`src/sv/mstp_pkg.sv`:
```
// ---------------------------------------------------------------------------
// mstp_pkg: shared types and constants for the tick timer pool
// Action and status codes, result entry layout, sequencer step numbers and
// the microcode table that drives the timer pool datapath.
// ---------------------------------------------------------------------------
`timescale 1ns / 1ps
`default_nettype none

package mstp_pkg;

	// result buffer sizing (at most eight results per request)
	localparam int unsigned MAX_RES        = 8;
	localparam int unsigned RES_IDX_W      = 3;
	localparam int unsigned RES_CNT_W      = 4;
	localparam int unsigned NUM_SLOT_CODES = 8;

	// request codes
	localparam logic [1:0] ACT_TICK  = 2'd0;
	localparam logic [1:0] ACT_START = 2'd1;
	localparam logic [1:0] ACT_STOP  = 2'd2;

	// result status codes
	localparam logic [1:0] ST_OK     = 2'd0;
	localparam logic [1:0] ST_NOFREE = 2'd1;
	localparam logic [1:0] ST_ZERO   = 2'd2;

	// sequencer step numbers (microcode address)
	typedef logic [2:0] step_t;
	localparam step_t S_IDLE    = 3'd0;
	localparam step_t S_TK_RD   = 3'd1;
	localparam step_t S_TK_UPD  = 3'd2;
	localparam step_t S_TK_FIN  = 3'd3;
	localparam step_t S_ST_SCAN = 3'd4;
	localparam step_t S_SP_CLR  = 3'd5;
	localparam step_t S_OTHER   = 3'd6;
	localparam step_t S_EMIT    = 3'd7;

	// datapath operation selected by a control word
	typedef enum logic [2:0] {
		OP_IDLE     = 3'd0,
		OP_NOP      = 3'd1,
		OP_TICK     = 3'd2,
		OP_TICK_FIN = 3'd3,
		OP_START    = 3'd4,
		OP_STOP     = 3'd5,
		OP_OTHER    = 3'd6,
		OP_EMIT     = 3'd7
	} op_t;

	// branch condition: true takes jmp (dispatch: the entry step), false takes nxt
	typedef enum logic [2:0] {
		C_ALWAYS    = 3'd0,
		C_DISPATCH  = 3'd1,
		C_SLOT_LAST = 3'd2,
		C_SCAN_END  = 3'd3,
		C_EMIT_LAST = 3'd4
	} cond_t;

	typedef struct packed {
		op_t   op;
		cond_t cond;
		step_t nxt;
		step_t jmp;
	} ctrl_t;

	// one buffered result
	typedef struct packed {
		logic [1:0] status;
		logic [2:0] slot;
		logic       expired;
		logic [7:0] tag;
	} res_t;

	// control store
	function automatic ctrl_t ucode_rom(input step_t pc);
		ctrl_t w;
		unique case (pc)
			S_IDLE:    w = '{op: OP_IDLE,     cond: C_DISPATCH,  nxt: S_IDLE,    jmp: S_IDLE};
			S_TK_RD:   w = '{op: OP_NOP,      cond: C_ALWAYS,    nxt: S_TK_UPD,  jmp: S_TK_UPD};
			S_TK_UPD:  w = '{op: OP_TICK,     cond: C_SLOT_LAST, nxt: S_TK_RD,   jmp: S_TK_FIN};
			S_TK_FIN:  w = '{op: OP_TICK_FIN, cond: C_ALWAYS,    nxt: S_EMIT,    jmp: S_EMIT};
			S_ST_SCAN: w = '{op: OP_START,    cond: C_SCAN_END,  nxt: S_ST_SCAN, jmp: S_EMIT};
			S_SP_CLR:  w = '{op: OP_STOP,     cond: C_ALWAYS,    nxt: S_EMIT,    jmp: S_EMIT};
			S_OTHER:   w = '{op: OP_OTHER,    cond: C_ALWAYS,    nxt: S_EMIT,    jmp: S_EMIT};
			S_EMIT:    w = '{op: OP_EMIT,     cond: C_EMIT_LAST, nxt: S_EMIT,    jmp: S_IDLE};
		endcase
		return w;
	endfunction

	// entry step for each request code
	function automatic step_t dispatch(input logic [1:0] act);
		step_t s;
		unique case (act)
			ACT_TICK:  s = S_TK_RD;
			ACT_START: s = S_ST_SCAN;
			ACT_STOP:  s = S_SP_CLR;
			default:   s = S_OTHER;
		endcase
		return s;
	endfunction

endpackage

`default_nettype wire

```
`src/sv/mstp_ram.sv`:
```
// ---------------------------------------------------------------------------
// mstp_ram: simple dual-port RAM
// One write port and one read port, read data registered.
// ---------------------------------------------------------------------------
`timescale 1ns / 1ps
`default_nettype none

module mstp_ram #(
	parameter int unsigned WIDTH = 32,
	parameter int unsigned DEPTH = 8,
	localparam int unsigned AW   = (DEPTH > 1) ? $clog2(DEPTH) : 1
) (
	input  wire logic             clk,
	input  wire logic             we,
	input  wire logic [AW-1:0]    waddr,
	input  wire logic [WIDTH-1:0] wdata,
	input  wire logic [AW-1:0]    raddr,
	output logic      [WIDTH-1:0] rdata
);

	logic [WIDTH-1:0] mem_q [DEPTH];

	// write port
	always_ff @(posedge clk) begin
		if (we) begin
			mem_q[waddr] <= wdata;
		end
	end

	// registered read port
	always_ff @(posedge clk) begin
		rdata <= mem_q[raddr];
	end

endmodule

`default_nettype wire

```
`src/sv/multi_slot_tick_timer_pool_top.sv`:
```
// Tick: walks every slot in two steps each (read, then update), since count and period
// come from registered RAM reads; start scans slots until a free one, a zero period or
// the last slot; stop or unused code writes one result. Results leave in the emit step.
// Requests: one at a time, the next taken only once the last result has been sent;
// output stalls hold the emit step.
// Reset: arst_n clears active/repeat flags, sequencer and out_valid; slot RAMs kept.
// ---------------------------------------------------------------------------
// multi_slot_tick_timer_pool_top: pool of one-shot and periodic tick timers
// A microcoded sequencer walks the slots for tick and start requests, collects
// results in a small buffer and then sends them out one transfer at a time.
// ---------------------------------------------------------------------------
`timescale 1ns / 1ps
`default_nettype none

module multi_slot_tick_timer_pool_top
	import mstp_pkg::*;
#(
	parameter int unsigned NUM_TIMERS = 8
) (
	input  wire logic        clk,
	input  wire logic        arst_n,
	input  wire logic        in_valid,
	output logic             in_stall,
	input  wire logic [1:0]  action,
	input  wire logic [31:0] period_ticks,
	input  wire logic        repeat_mode,
	input  wire logic [7:0]  user_tag,
	input  wire logic [2:0]  target_slot,
	output logic             out_valid,
	input  wire logic        out_stall,
	output logic [1:0]       status,
	output logic [2:0]       slot_index,
	output logic             expired,
	output logic [7:0]       expired_tag,
	output logic             last_result,
	output logic             any_active
);

	localparam int unsigned SLOT_W = (NUM_TIMERS > 1) ? $clog2(NUM_TIMERS) : 1;

	// sequencer
	step_t pc_q, pc_d;
	ctrl_t ctrl;

	// slot flags and counters
	logic [NUM_TIMERS-1:0] active_q, repeat_q, stop_hit;
	logic [SLOT_W-1:0]     slot_q;
	logic [SLOT_W+2:0]     slot_ext;
	logic [2:0]            slot3;
	logic                  slot_last;

	// latched request
	logic [31:0] period_q;
	logic        rep_q;
	logic [7:0]  tag_q;
	logic [2:0]  target_q;

	// slot storage
	logic        cnt_we, cfg_we;
	logic [31:0] cnt_wdata, cnt_rd, per_rd, cnt_inc;
	logic [7:0]  tag_rd;

	// result buffer
	res_t                 res_q [MAX_RES];
	res_t                 buf_wd, buf_rd;
	logic                 buf_we;
	logic [RES_CNT_W-1:0] n_q;
	logic [RES_IDX_W-1:0] emit_q;
	logic                 emit_fire, emit_last;

	// decode helpers
	logic in_fire, tick_hit, free_here, zero_per, scan_end, claim;

	// output register
	logic       out_valid_q;
	res_t       out_q;
	logic       last_q, any_q;

	assign ctrl     = ucode_rom(pc_q);
	assign in_stall = (ctrl.op != OP_IDLE);
	assign in_fire  = in_valid && !in_stall;

	assign slot_ext  = {3'b000, slot_q};
	assign slot3     = slot_ext[2:0];
	assign slot_last = (slot_q == SLOT_W'(NUM_TIMERS - 1));

	// per-slot decisions
	assign cnt_inc   = cnt_rd + 32'd1;
	assign tick_hit  = active_q[slot_q] && (cnt_inc >= per_rd);
	assign free_here = !active_q[slot_q];
	assign zero_per  = (period_q == 32'd0);
	assign scan_end  = zero_per || free_here || slot_last;
	assign claim     = (ctrl.op == OP_START) && !zero_per && free_here;

	// stop request decode: targets beyond the pool match nothing
	always_comb begin
		for (int i = 0; i < NUM_TIMERS; i++) begin
			stop_hit[i] = (i < NUM_SLOT_CODES) && (target_q == 3'(i));
		end
	end

	// storage writes
	assign cnt_we    = ((ctrl.op == OP_TICK) && active_q[slot_q]) || claim;
	assign cnt_wdata = (claim || tick_hit) ? 32'd0 : cnt_inc;
	assign cfg_we    = claim;

	mstp_ram #(.WIDTH(32), .DEPTH(NUM_TIMERS)) u_cnt_ram (
		.clk   (clk),
		.we    (cnt_we),
		.waddr (slot_q),
		.wdata (cnt_wdata),
		.raddr (slot_q),
		.rdata (cnt_rd)
	);

	mstp_ram #(.WIDTH(32), .DEPTH(NUM_TIMERS)) u_per_ram (
		.clk   (clk),
		.we    (cfg_we),
		.waddr (slot_q),
		.wdata (period_q),
		.raddr (slot_q),
		.rdata (per_rd)
	);

	mstp_ram #(.WIDTH(8), .DEPTH(NUM_TIMERS)) u_tag_ram (
		.clk   (clk),
		.we    (cfg_we),
		.waddr (slot_q),
		.wdata (tag_q),
		.raddr (slot_q),
		.rdata (tag_rd)
	);

	// result entry generation
	always_comb begin
		buf_we = 1'b0;
		buf_wd = '{status: ST_OK, slot: 3'd0, expired: 1'b0, tag: 8'd0};
		unique case (ctrl.op)
			OP_TICK: begin
				buf_we = tick_hit && (n_q < RES_CNT_W'(MAX_RES));
				buf_wd = '{status: ST_OK, slot: slot3, expired: 1'b1, tag: tag_rd};
			end
			OP_TICK_FIN: begin
				buf_we = (n_q == '0);
			end
			OP_START: begin
				buf_we = scan_end;
				if (zero_per) begin
					buf_wd.status = ST_ZERO;
				end else if (free_here) begin
					buf_wd.slot = slot3;
				end else begin
					buf_wd.status = ST_NOFREE;
				end
			end
			OP_STOP: begin
				buf_we      = 1'b1;
				buf_wd.slot = target_q;
			end
			OP_OTHER: begin
				buf_we = 1'b1;
			end
			default: begin
				buf_we = 1'b0;
			end
		endcase
	end

	// emit handshake
	assign buf_rd    = res_q[emit_q];
	assign emit_fire = (ctrl.op == OP_EMIT) && (!out_valid_q || !out_stall);
	assign emit_last = ({1'b0, emit_q} == (n_q - RES_CNT_W'(1)));

	// next step
	always_comb begin
		unique case (ctrl.cond)
			C_ALWAYS:    pc_d = ctrl.jmp;
			C_DISPATCH:  pc_d = in_fire ? dispatch(action) : ctrl.nxt;
			C_SLOT_LAST: pc_d = slot_last ? ctrl.jmp : ctrl.nxt;
			C_SCAN_END:  pc_d = scan_end ? ctrl.jmp : ctrl.nxt;
			C_EMIT_LAST: pc_d = (emit_fire && emit_last) ? ctrl.jmp : ctrl.nxt;
			default:     pc_d = S_IDLE;
		endcase
	end

	// control state
	always_ff @(posedge clk or negedge arst_n) begin
		if (!arst_n) begin
			pc_q        <= S_IDLE;
			active_q    <= '0;
			repeat_q    <= '0;
			slot_q      <= '0;
			n_q         <= '0;
			emit_q      <= '0;
			out_valid_q <= 1'b0;
		end else begin
			pc_q <= pc_d;
			if (buf_we) begin
				n_q <= n_q + RES_CNT_W'(1);
			end
			unique case (ctrl.op)
				OP_IDLE: begin
					if (in_fire) begin
						slot_q <= '0;
						n_q    <= '0;
						emit_q <= '0;
					end
				end
				OP_TICK: begin
					if (tick_hit && !repeat_q[slot_q]) begin
						active_q[slot_q] <= 1'b0;
					end
					if (!slot_last) begin
						slot_q <= slot_q + SLOT_W'(1);
					end
				end
				OP_START: begin
					if (claim) begin
						active_q[slot_q] <= 1'b1;
						repeat_q[slot_q] <= rep_q;
					end else if (!scan_end) begin
						slot_q <= slot_q + SLOT_W'(1);
					end
				end
				OP_STOP: begin
					active_q <= active_q & ~stop_hit;
				end
				OP_EMIT: begin
					if (emit_fire) begin
						emit_q <= emit_q + RES_IDX_W'(1);
					end
				end
				default: begin
				end
			endcase
			// output valid
			if (emit_fire) begin
				out_valid_q <= 1'b1;
			end else if (!out_stall) begin
				out_valid_q <= 1'b0;
			end
		end
	end

	// payload registers
	always_ff @(posedge clk) begin
		if (in_fire) begin
			period_q <= period_ticks;
			rep_q    <= repeat_mode;
			tag_q    <= user_tag;
			target_q <= target_slot;
		end
		if (buf_we) begin
			res_q[n_q[RES_IDX_W-1:0]] <= buf_wd;
		end
		if (emit_fire) begin
			out_q  <= buf_rd;
			last_q <= emit_last;
			any_q  <= |active_q;
		end
	end

	assign out_valid   = out_valid_q;
	assign status      = out_q.status;
	assign slot_index  = out_q.slot;
	assign expired     = out_q.expired;
	assign expired_tag = out_q.tag;
	assign last_result = last_q;
	assign any_active  = any_q;

endmodule

`default_nettype wire

```
`config.mk`:
```
export PLATFORM = sky130hd
export DESIGN_NAME = multi_slot_tick_timer_pool_top
export DESIGN_NICKNAME = d
export VERILOG_FILES = /design/src/sv/mstp_pkg.sv /design/src/sv/mstp_ram.sv /design/src/sv/multi_slot_tick_timer_pool_top.sv
export SDC_FILE = /design/constraint.sdc
export NUM_CORES = 1
export LEC_CHECK = 0
export BUFFER_PORTS_ARGS = -buffer_cell sky130_fd_sc_hd__buf_2
export CORE_MARGIN = 3
export CORE_UTILIZATION = 64
export CTS_BUF_LIST = sky130_fd_sc_hd__clkbuf_4
export DETAILED_ROUTE_END_ITERATION = 10
export PLACE_DENSITY = 0.85
export SYNTH_ARGS = -nofsm -noshare
export SYNTH_HDL_FRONTEND = slang
export SYNTH_SLANG_ARGS = --single-unit
```
`constraint.sdc`:
```
create_clock -name clk -period 5.48 [get_ports clk]
set_input_delay 1.096 -clock clk [delete_from_list [all_inputs] [get_ports clk]]
set_output_delay 1.096 -clock clk [all_outputs]
set_load 0.01 [all_outputs]
```
==> summary.md <==
| Metric | Value |
|---|---|
| Final worst path period share | `just over 90%` |
| Core box area | `48150 sq um` |
| First-pass GRT wire length | `112.1 mm` |
| Clock Skews | `approximately 64 ps` |
| P&R area growth vs syn | `12.40%` |
| Mapped Area | `31490 sq um` |
| Most frequent CP cell | `nand4_1` |
| Initial Util | `65.41%` |
| CP max-delay cell | `and4_1` |
| Rows | `80` |
| CTS Hold Buffers Added | `0` |
| Endpoints failing setup | `0` |
| FFs w/ async S/R, synth | `3.529%` |
| CP max stage delay | `730 ps` |
| Final hold viol count | `0` |
| DRC viols | `0` |
| Lkg Pwr | `11.92 nW` |
| Warnings from Yosys | `0` |
| Peak supply drop | `503.0 uV` |
| R2R depth | `12` |
| Remaining antenna violation count | `0` |
| Die Span X | `between 200 and 250 um` |
| Clock slew at reported path FFs | `80 ps` |
| Clk_lat worst skew | `approximately 1000 ps` |
| Startpoint types | `flop` |
| Vias in the first global route | `between 15000 and 20000` |
| Actual slew at the worst max-slew pin | `approximately 1200 ps` |
| Worst Path Required | `about 6000 ps` |
| Synth area leaders | `edfxtp_1, a22oi_1, dfxtp_1, dfrtp_1, mux4_2` |
| R2R setup slack | `430 ps` |
| Status | `completed` |
| Final min period | `5046 ps` |
| Most used DFF post-synth | `edfxtp_1` |
| CP cell instances | `nand4_1, or4_4, nor3_2, nand2_1, or3_1, xnor2_2, ha_1, nand4_1, nor4_1, a41oi_1, o21ai_4, and4_1` |
| Drt wl/cell | `around 26 um` |
| RSZ-0062 raised after global routing | `no` |
| Initial antenna violation count | `3` |
| Setup Fix Bufs, Post-CTS | `0` |
| Setup TNS | `0 ps` |
| Hpwl dp | `39.26 mm` |
| Mapped Cells | `1820` |
| Total iterations of the first detailed-routing run | `6` |
| CTS Buffer Depth | `3` |
| GRT Residual Overflow | `0` |
| Num CTS Buffers | `between 150 and 200` |
| Routed vias/inst | `around 6.6` |
| Crit. End Element | `flop` |
| Critical path class | `reg -> reg` |
| Power Density | `533.1 nW/um^2` |
| Worst relative slew slack | `roughly a fifth` |
| Mapped Nets | `1909` |
| Max Slew Vio Count | `0` |
| EDFF count, synth | `748` |
| Clk sinks | `850` |
| Ports | `roughly 70` |
| GP Congestion | `0.9435` |
| GRT Util Overall | `28.69%` |
| Fin nets | `roughly 2100` |
| Sequential area share after synthesis | `78.28%` |
| CTS tree | `done` |
| Post-CTS sizing | `0` |
| H-tree lvl count | `4` |
| Synth unique cells | `64` |
| Maximum clock frequency | `198.2 MHz` |
| Via Count | `between 15000 and 20000` |
| Iter 0 DRT Violations | `2680` |
| Area leader, netlist | `edfxtp_1` |
| Die Span Y | `227.8 um` |
| Synth top area share | `71.32%` |
| Max-cap viol count | `0` |
| Yosys reg bits | `850` |
| Crit Path Max Fanout | `14` |
| Layout cell share with drive strength beyond 1 | `23.81%` |
| Arr. time, crit path | `5650 ps` |
| HP Class | `in -> async` |
| PortBufs | `67` |
| CTS root buf | `clkbuf_4` |
| Routed wire length | `74.16 mm` |
| Power consumption | `0.01887 W` |
| Pin count of the biggest net entering global routing | `74` |
| Synth Area per Inst | `17.30 sq um` |
| Die Area | `51900 sq um` |
[power breakdown]
part / internal [W] / leakage, nW / switching, W
Clock: 0.00279 / 1.57 / 0.00240
Combinational: 0.00163 / 2.57 / 0.00306
Sequential: 0.00841 / 7.79 / 0.000596
Total: 0.0128 / 11.9 / 0.00605
[path summary, 6_finish.rpt]
| kind | startpoint | end |
|---|---|---|
| setup / recovery | u_cnt_ram.rdata[3] | res_q[4][5] |
| hold / removal | arst_n | repeat_q[3] |
| setup reg to reg | u_cnt_ram.rdata[3] | res_q[4][5] |
| hold reg to reg | u_cnt_ram.mem_q[4][16] | u_cnt_ram.rdata[16] |
| max in group asynchronous | arst_n | emit_q[0] |
| min in group clk | period_ticks[17] | period_q[17] |
[logic make-up (layout without fill, tap and decap cells)]
family | after synthesis | count (layout) | share of synthesized area, %
mux | 61 | 61 | 3.206
simple gates | 329 | 329 | 5.646
buf+inv | 135 | 503 | 1.657
other cells | 0 | 2 | 0
compound gates | 370 | 370 | 8.633
flops | 850 | 850 | 78.28
fa+ha+maj | 39 | 39 | 1.549
xor+xnor | 36 | 36 | 1.025
[synth_stat cells, types with 20 or more instances]
master    number
nor2b_1       35
o21ai_0       22
mux4_2        29
a22oi_1      290
dfrtp_1       30
nand4_1       85
nand3_1       23
nor2_1        47
ha_1          39
dfxtp_1       72
mux2_2        24
nand2_1       62
inv_1         45
xnor2_1       23
clkbuf_1      75
a21oi_1       20
edfxtp_1     748
[registers in the layout, indices dropped and copies added (netlist names), 4 cells and up]
register	flops
active_q	8
expired_tag	8
n_q	4
period_q	32
repeat_q	8
res_q	112
tag_q	8
u_cnt_ram.mem_q	256
u_cnt_ram.rdata	32
u_per_ram.mem_q	256
u_per_ram.rdata	32
u_tag_ram.mem_q	64
u_tag_ram.rdata	8
[through the flow]
step | util (%) | setup slack, ps | hold slack, ps | instances | instance area [sq um]
4_1_cts | 73.51 | 517.6 | 86.85 | 2844 | 35390
3_5_place_dp | 68.05 | 561.4 | 454.4 | 2492 | 32760
2_1_floorplan | - | 1208 | 444.4 | 1820 | 31490
6_report | 73.52 | 433.7 | 145.0 | 2846 | 35400
3_3_place_gp | 68.05 | 701.9 | 454.4 | 2492 | 32760
5_1_grt | 73.52 | 163.5 | 119.2 | 2846 | 35400
[layout by cell type, fill, tap and decap left out, drive strengths merged, types with 7 or more instances in the layout]
cell type | netlist | routed
dfxtp | 72 | 72
nand2 | 62 | 62
nand4 | 85 | 85
edfxtp | 748 | 748
buf | 14 | 105
dfrtp | 30 | 30
xnor2 | 24 | 24
mux4 | 29 | 29
xor2 | 12 | 12
clkinv | 1 | 39
nand3 | 24 | 24
nor3 | 16 | 16
inv | 45 | 49
o21ai | 25 | 25
and3 | 19 | 19
nor2 | 47 | 47
mux2 | 26 | 26
nor4 | 14 | 14
a22oi | 290 | 290
and4 | 7 | 7
clkbuf | 75 | 302
a21oi | 20 | 20
ha | 39 | 39
nor2b | 35 | 35
or3 | 7 | 7
[routing by layer]
| layer | GRT usage, % | part of all wire, % |
|---|---|---|
| met5 | 0 | 0 |
| met4 | 11.78 | 3.2 |
| met3 | 7.086 | 11 |
| met2 | 47.16 | 50 |
| met1 | 37.27 | 36 |
[area by class of cell]
cell class	instances	area, sq um
flip-flops and latches	850	24650
fillers	2622	12750
multi-input cells	835	6470
clock buffers	302	2267
well taps	656	820.8
repair buffers	105	645.6
clock inverters	50	362.8
inverters	46	172.7
diodes	2	5.005
[critical path, delay by kind of cell (launching register included)]
family          cells  cell delay [ps]
fa+ha+maj           1              290
xor+xnor            1              160
compound gates      2              810
flops               1              420
simple gates        8             2930
(Power assumes the default switching activity.)
